[src/rtl/core/ffra_pkg.sv]
// Package of the first-fit range allocator: shared widths, codes and the
// structs that run between the controller and the chain of table cells.
// No dependencies.
package ffra_pkg;

	localparam int MAX_RANGES_DEF = 16;
	localparam int ADDR_BITS_DEF  = 32;
	// Holders wide enough for any supported ADDR_BITS and for grown lengths.
	localparam int WW    = 64;
	// Index holders cover the largest supported table of 256 entries.
	localparam int IDX_W = 8;
	localparam logic [31:0] BLOCK_SIZE_RST = 32'd67108864;

	localparam logic CFG_BLOCK_SIZE = 1'b0;
	localparam logic CFG_DEDICATED  = 1'b1;
	localparam logic OP_ALLOC = 1'b0;
	localparam logic OP_FREE  = 1'b1;

	typedef enum logic [1:0] {
		ST_OK        = 2'd0,
		ST_NOFIT     = 2'd1,
		ST_DEDICATED = 2'd2,
		ST_FULL      = 2'd3
	} status_t;

	typedef enum logic [2:0] {
		CMT_NONE, CMT_INIT, CMT_DED, CMT_ALLOC, CMT_FREE
	} cmt_kind_t;

	// Request operands broadcast to every cell during a scan.
	typedef struct packed {
		logic            op;
		logic [WW-1:0]   amount;
		logic [WW-1:0]   am1;
		logic [WW-1:0]   off;
		logic [WW-1:0]   fend;
	} req_t;

	// Search token handed from cell to cell.
	typedef struct packed {
		logic             go;
		logic             found;
		logic [IDX_W-1:0] best_i;
		logic [WW-1:0]    lo;
		logic [WW-1:0]    al;
		logic [WW-1:0]    gr;
		logic             same_f;
		logic [IDX_W-1:0] same_i;
		logic             below_f;
		logic [IDX_W-1:0] below_i;
		logic             above_f;
		logic [IDX_W-1:0] above_i;
		logic [WW-1:0]    above_len;
		logic             slot_f;
		logic [IDX_W-1:0] slot_i;
	} tok_t;

	// Table update broadcast to every cell in the cycle it takes effect.
	typedef struct packed {
		cmt_kind_t        kind;
		logic [WW-1:0]    init_len;
		logic [IDX_W-1:0] best_i;
		logic [WW-1:0]    grant;
		logic             same_f;
		logic [IDX_W-1:0] same_i;
		logic             below_f;
		logic [IDX_W-1:0] below_i;
		logic             above_f;
		logic [IDX_W-1:0] above_i;
		logic [IDX_W-1:0] slot_i;
		logic [WW-1:0]    off;
		logic [WW-1:0]    size;
		logic [WW-1:0]    add_len;
	} cmt_t;

endpackage

[src/rtl/core/ffra_cell.sv]
// One entry of the free-range table with its stage of the search chain.
// Depends on ffra_pkg.
module ffra_cell #(
	parameter int IDX       = 0,
	parameter int ADDR_BITS = ffra_pkg::ADDR_BITS_DEF
) (
	input  logic           clk,
	input  logic           arst_n,
	input  ffra_pkg::req_t req,
	input  ffra_pkg::cmt_t cmt,
	input  ffra_pkg::tok_t tok_in,
	output ffra_pkg::tok_t tok_out
);

	localparam logic [ffra_pkg::WW-1:0] AMASK =
		(ffra_pkg::WW'(1) << ADDR_BITS) - ffra_pkg::WW'(1);
	localparam logic [ffra_pkg::WW-1:0] RST_LEN =
		(IDX == 0) ? (ffra_pkg::WW'(ffra_pkg::BLOCK_SIZE_RST) & AMASK) : '0;
	localparam logic [ffra_pkg::IDX_W-1:0] MY = ffra_pkg::IDX_W'(IDX);

	logic [ADDR_BITS-1:0]    begin_q;
	logic [ffra_pkg::WW-1:0] len_q;
	logic                    valid_q;
	ffra_pkg::tok_t          t;
	logic [ffra_pkg::WW-1:0] lo, al, gr;

	always_comb begin
		lo = ffra_pkg::WW'(begin_q);
		al = (lo + req.am1) & ~req.am1;
		gr = req.amount + (al - lo);
		t  = tok_in;
		if (tok_in.go) begin
			if (req.op == ffra_pkg::OP_ALLOC) begin
				if (valid_q && len_q >= gr && (!tok_in.found || lo < tok_in.lo)) begin
					t.found  = 1'b1;
					t.best_i = MY;
					t.lo     = lo;
					t.al     = al;
					t.gr     = gr;
				end
			end else if (!valid_q) begin
				if (!tok_in.slot_f) begin
					t.slot_f = 1'b1;
					t.slot_i = MY;
				end
			end else if (lo == req.off) begin
				t.same_f = 1'b1;
				t.same_i = MY;
			end else if (lo + len_q == req.off && !tok_in.below_f) begin
				t.below_f = 1'b1;
				t.below_i = MY;
			end else if (lo == req.fend && !tok_in.above_f) begin
				t.above_f   = 1'b1;
				t.above_i   = MY;
				t.above_len = len_q;
			end
		end
	end

	always_ff @(posedge clk or negedge arst_n) begin
		if (!arst_n) begin
			tok_out <= '0;
			begin_q <= '0;
			len_q   <= RST_LEN;
			valid_q <= (RST_LEN != '0);
		end else begin
			tok_out <= t;
			case (cmt.kind)
				ffra_pkg::CMT_INIT: begin
					begin_q <= '0;
					len_q   <= (IDX == 0) ? cmt.init_len : '0;
					valid_q <= (IDX == 0) && (cmt.init_len != '0);
				end
				ffra_pkg::CMT_DED: begin
					valid_q <= 1'b0;
				end
				ffra_pkg::CMT_ALLOC: begin
					if (cmt.best_i == MY) begin
						if (len_q > cmt.grant) begin
							begin_q <= ADDR_BITS'(ffra_pkg::WW'(begin_q) + cmt.grant);
							len_q   <= len_q - cmt.grant;
						end else begin
							valid_q <= 1'b0;
						end
					end
				end
				ffra_pkg::CMT_FREE: begin
					// A matching start is dropped when a neighbor absorbs the range;
					// otherwise the same entry is rewritten as the new range below.
					if (cmt.same_f && cmt.same_i == MY && (cmt.below_f || cmt.above_f))
						valid_q <= 1'b0;
					if (cmt.below_f) begin
						if (cmt.below_i == MY)
							len_q <= len_q + cmt.add_len;
						if (cmt.above_f && cmt.above_i == MY)
							valid_q <= 1'b0;
					end else if (cmt.above_f) begin
						if (cmt.above_i == MY) begin
							begin_q <= ADDR_BITS'(cmt.off);
							len_q   <= len_q + cmt.size;
						end
					end else if (cmt.slot_i == MY) begin
						begin_q <= ADDR_BITS'(cmt.off);
						len_q   <= cmt.size;
						valid_q <= 1'b1;
					end
				end
				default: ;
			endcase
		end
	end

endmodule

[config.mk]
export PLATFORM = sky130hd
export DESIGN_NAME = ffra_cell
export DESIGN_NICKNAME = d
export VERILOG_FILES = /design/src/rtl/core/ffra_pkg.sv /design/src/rtl/core/ffra_cell.sv
export SDC_FILE = /design/constraint.sdc
export NUM_CORES = 2
export LEC_CHECK = 0
export BUFFER_PORTS_ARGS = -buffer_cell sky130_fd_sc_hd__buf_4
export CORE_AREA = 2 2 474 476
export CTS_BUF_LIST = sky130_fd_sc_hd__clkbuf_2
export DETAILED_ROUTE_END_ITERATION = 8
export DIE_AREA = 0 0 476 478
export GPL_TIMING_DRIVEN = 1
export SYNTH_ARGS = -nofsm -noshare
export SYNTH_HDL_FRONTEND = slang
export SYNTH_SLANG_ARGS = --single-unit
export TNS_END_PERCENT = 10
[constraint.sdc]
create_clock -name clk -period 16.1 [get_ports clk]
set_input_delay 0 -clock clk [delete_from_list [all_inputs] [get_ports clk]]
set_output_delay 0 -clock clk [all_outputs]
set_load 0.02 [all_outputs]
==> reports/qor.yml, run 1 <==
clock_network:
  cts_inserted_buffers: 135
  postCtsSetupRepairBufs: 0
  htree_levels: 4
  clockBufferDepth: 3
  cts_hold_buffers: 1947
  ctsResizeCount: 0
  numClockSinks: 399
  cts_root_buffer: "clkbuf_2"
floorplan:
  start_util_pct: 19.5
  ios: 1229
  dieWidth_um: 476
  rows: 174
  die_h_um: 478
synthesis:
  yosys-top-cells-count: "ha_1, a21oi_1, o21ai_0, nand2_1, dfrtp_1"
  yosys.area.top_type: "dfrtp_1"
  synth_edf_count: 0
  synthesis.instances: 5400
  synth_fp_nets: 6838
  synth.top_cell.area_share_pct: 22.8
  async_flop_share_pct: 100
  yosysMostFrequentCell: "ha_1"
  synthDistinctLibCells: 98
  ys_ff_latch: 399
  yosysWarnings: 0
  synth_area_um2: 43600
  synth_area_leaders: "dfrtp_1, ha_1, a21oi_1, o21ai_0, xnor2_1"
  syn_avg_cell_area_um2: 8.08
  ys.flop_type: "dfrtp_1"
  synth-seq-area-share_pct: 22.9
outcome:
  outcome: "did not finish"
  error_line: "[ERROR RSZ-0060] Max buffer count reached."
  haltStage: "clock tree synthesis"
placement:
  dp_slack_ns: 3.72
  io_buffers: 1196
  dp_hpwl_um: 257000
  place.gp.congestion: 0.947
[per-stage QoR]
| stage | instances | hold slack, ns | area, um^2 |
|---|---|---|---|
| floorplan | 5400 | -0.296 | 43600 |
| global placement | 9491 | 0.0673 | 56300 |
| detailed placement | 9491 | 0.0668 | 56300 |
[cell families after synthesis]
| kind of cell | count (synthesis) | synth area share, % |
|---|---|---|
| compound gates | 1723 | 25.0 |
| mux | 103 | 3.13 |
| buf+inv | 570 | 5.27 |
| simple gates | 1662 | 19.7 |
| fa+ha+maj | 511 | 15.3 |
| flops | 399 | 22.9 |
| xor+xnor | 432 | 8.67 |
==> run 2: changes to the inputs <==
CTS_BUF_LIST = default   (was sky130_fd_sc_hd__clkbuf_2)
PLACE_DENSITY_LB_ADDON = 0.15   (was default)
==> run 2 against run 1 <==
Net effect: the run now ends clean; area after synthesis did not move; synthesized cell count did not move.
==> reports/qor.yml, run 2 <==
synthesis:
  syn_avg_cell_area_um2: 8.08  # unchanged
  synthesis.instances: 5400  # unchanged
  yosys-top-cells-count: "ha_1, a21oi_1, o21ai_0, nand2_1, dfrtp_1"
  synth_fp_nets: 6838  # unchanged
  async_flop_share_pct: 100  # unchanged
  yosysMostFrequentCell: "ha_1"
  synth_compound_area_share_pct: 25.0  # unchanged
  ys_ff_latch: 399  # unchanged
  synth_area_um2: 43600  # unchanged
  synth_top_family_by_area: "compound AO/OA/AOI/OAI gates"
  yosysWarnings: 0  # unchanged
  synth_fa_ha_area_share_pct: 15.3  # unchanged
  yosys.area.top_type: "dfrtp_1"
  synth_edf_count: 0  # unchanged
  ys.flop_type: "dfrtp_1"
  synth_xor_area_share_pct: 8.67  # unchanged
  yosys.area_share.simple_pct: 19.7  # unchanged
  synth.top_cell.area_share_pct: 22.8  # unchanged
  synth-seq-area-share_pct: 22.9  # unchanged
  synthDistinctLibCells: 98  # unchanged
  synthMuxAreaShare_pct: 3.13  # unchanged
  synth_area_leaders: "dfrtp_1, ha_1, a21oi_1, o21ai_0, xnor2_1"
timing:
  final-max-slew-violation-count: 0
  finalCriticalPeriod_ns: 12.21
  finalSetupViolations: 0
  fin_crit_sh_pct: 75.8
  setup_tns_ns: 0
  hold_viol_final: 0
  relSlewSlack_pct: 12.0
  max_freq_ghz: 0.0819
  tightestPinTransition_ns: 1.31
  rsz0062_at_grt: "no"
  fin_skew_ns: 0.0560
layout:
  syn2layout_area_growth_pct: 49.7
  largest_register_ffs: 302
  fin_cells: 10300
  largest-register: "tok_out"
  mostFrequentLayoutCells: "buf_4, dlygate4sd3_1, ha_1"
  reg.largest.list: "tok_out (302), len_q (64), begin_q (32)"
  stdcell_area_um2: 65300
  final_common_cell: "buf_4"
  nets: 8682
  fin_util_pct: 29.3
  drive_gt1_share_pct: 21.6
clock_network:
  ctsResizeCount: 0  # unchanged
  cts_inserted_buffers: 60  # -56%
  numClockSinks: 399  # unchanged
  htree_levels: 2  # -2
  clockBufferDepth: 3  # unchanged
  cts_root_buffer: "clkbuf_16"
  clkTransAtPathRegs_ns: 0.06
  clk_latency_ns: 0.76
  cts_tree: "yes"
floorplan:
  start_util_pct: 19.5  # unchanged
  dieWidth_um: 476  # unchanged
  fp.coreArea_um2: 223000
  dieArea_um2: 228000
  rows: 174  # unchanged
  die_h_um: 478  # unchanged
  ios: 1229  # unchanged
worst_hold_path:
  hold_path_class: "primary input to flip-flop"
outcome:
  outcome: "completed"
worst_setup_path:
  slowest_stage: "or4_1"
  crit_arrival_ns: 12.84
  crit_type: "flip-flop to flip-flop"
  worstSetupEndpointType: "flip-flop"
  worstPathRequired_ns: 16.73
  crit_fanout: 168
  crit_path_frequent_cell: "inv_1"
  cp_slowest_stage_delay_ns: 0.64
  startpoint_type: "flip-flop"
global_route:
  gr-usage-all-layers_pct: 24.4
  grt_pass1_wl_um: 393000
  grt_max_degree: 169
  grt_pass1_vias: 50700
  grt_antenna_before_repair: 72
  grt.overflow.total: 0
power_and_ir_drop:
  irDropWorstVdd_v: 0.000102
  power_density_nw_per_um2: 125
  combPwrFrac_pct: 66.6
  internal_power_mw: 3.98
  p_leak_nw: 30.1
  pwr-share-clk_pct: 17.1
  seqPwrFrac_pct: 16.3
  power.switching_mw: 4.15
  p_sw_share_pct: 51.0
route:
  ant_nets: 0
  drc: 0
  drt_iter0_markers: 3742
  vias: 50100
  vias_per_cell: 4.85
  firstDrtPassIters: 6
  wl_um: 289000
  routedWlPerCell_um: 28.0
placement:
  place.gp.congestion: 0.943  # -0.49%
  placed_area_um2: 56400  # +0.14%
  io_buffers: 1196  # unchanged
  dp.cells: 9501  # +0.11%
  dp_hpwl_um: 241000  # -6.5%
run:
  cap_viol_max_count: 0
run 2: cell counts after synthesis:
Identical to the previous run, type by type.
run 2: path summary, 6_finish.rpt:
check	slack [ns]	from	endpoint	depth (start not counted)
worst max-delay path	3.89	begin_q[0]$_DFFE_PN0P_	tok_out[101]$_DFF_PN0_	39
worst min-delay path	0.03	cmt[248]	len_q[21]$_DFFE_PN0P_	6
worst max register to register	3.89	begin_q[0]$_DFFE_PN0P_	tok_out[101]$_DFF_PN0_	39
worst min register to register	0.56	len_q[35]$_DFFE_PN0P_	len_q[35]$_DFFE_PN0P_	1
max in group asynchronous	13.25	arst_n	tok_out[37]$_DFF_PN0_	6
min in group asynchronous	0.53	arst_n	tok_out[91]$_DFF_PN0_	4
run 2: cells by family (layout without fill, tap and decap cells):
family                     after synthesis  count (layout)
AOI/OAI and AO/OA                     1723            1723
xor gates and xnor gates               432             432
adders and majority gates              511             511
buffers and inverters                  570            2462
DFF                                    399             399
muxes                                  103             103
other                                    0              46
and+or+nand+nor                       1662            1662
run 2: through the flow:
step / setup WS [ns] / power (mW) / hold WS, ns
after floorplan: 7.26 / 4.33 / -0.296
after global routing: 3.05 / 8.68 / 0.0354
after detailed placement: 4.22 / 6.52 / 0.0888
after CTS: 3.62 / 8.18 / 0.000797
after global placement: 4.24 / 6.52 / 0.0797
final: 3.89 / 8.13 / 0.0294
run 2: worst max-delay path, delay by kind of cell, from the launching register on:
family | cells | cell delay, ns
xor+xnor | 1 | 0.46
flops | 1 | 0.56
simple gates | 11 | 3.00
mux | 1 | 0.41
buf+inv | 8 | 2.17
compound gates | 14 | 3.74
fa+ha+maj | 4 | 1.20
run 2: power by group through the flow:
stage	Clock [mW]	Combinational, mW	Sequential [mW]
after CTS	1.44	5.41	1.33
after global placement	0	5.18	1.34
final	1.39	5.42	1.33
after global routing	1.47	5.87	1.34
after detailed placement	0	5.18	1.34
after floorplan	0	2.85	1.48
run 2: layer usage:
layer	global-route usage (%)	share of wire, %	vias up
met5	0	0.024	-
met4	10.2	4.4	12
met3	3.17	5.2	359
met2	41.0	47	1735
met1	31.2	43	24600
li1	-	-	23400
run 2: cell type report:
| type | instances | area, um^2 |
|---|---|---|
| Fill cell | 24100 | 158000 |
| Multi-Input combinational cell | 4431 | 31400 |
| Timing Repair Buffer | 1995 | 16700 |
| Sequential cell | 399 | 9990 |
| Tap cell | 2992 | 3740 |
| Clock buffer | 77 | 1660 |
| Inverter | 357 | 1340 |
| Clock inverter | 33 | 369 |
| Antenna cell | 46 | 115 |
run 2: what timing repair did:
item	4_1_cts	5_1_grt
hold endpoints to repair	475	0
setup buffers	0	0
hold buffers	673	0
No activity file was read; power rests on OpenSTA's default activity.
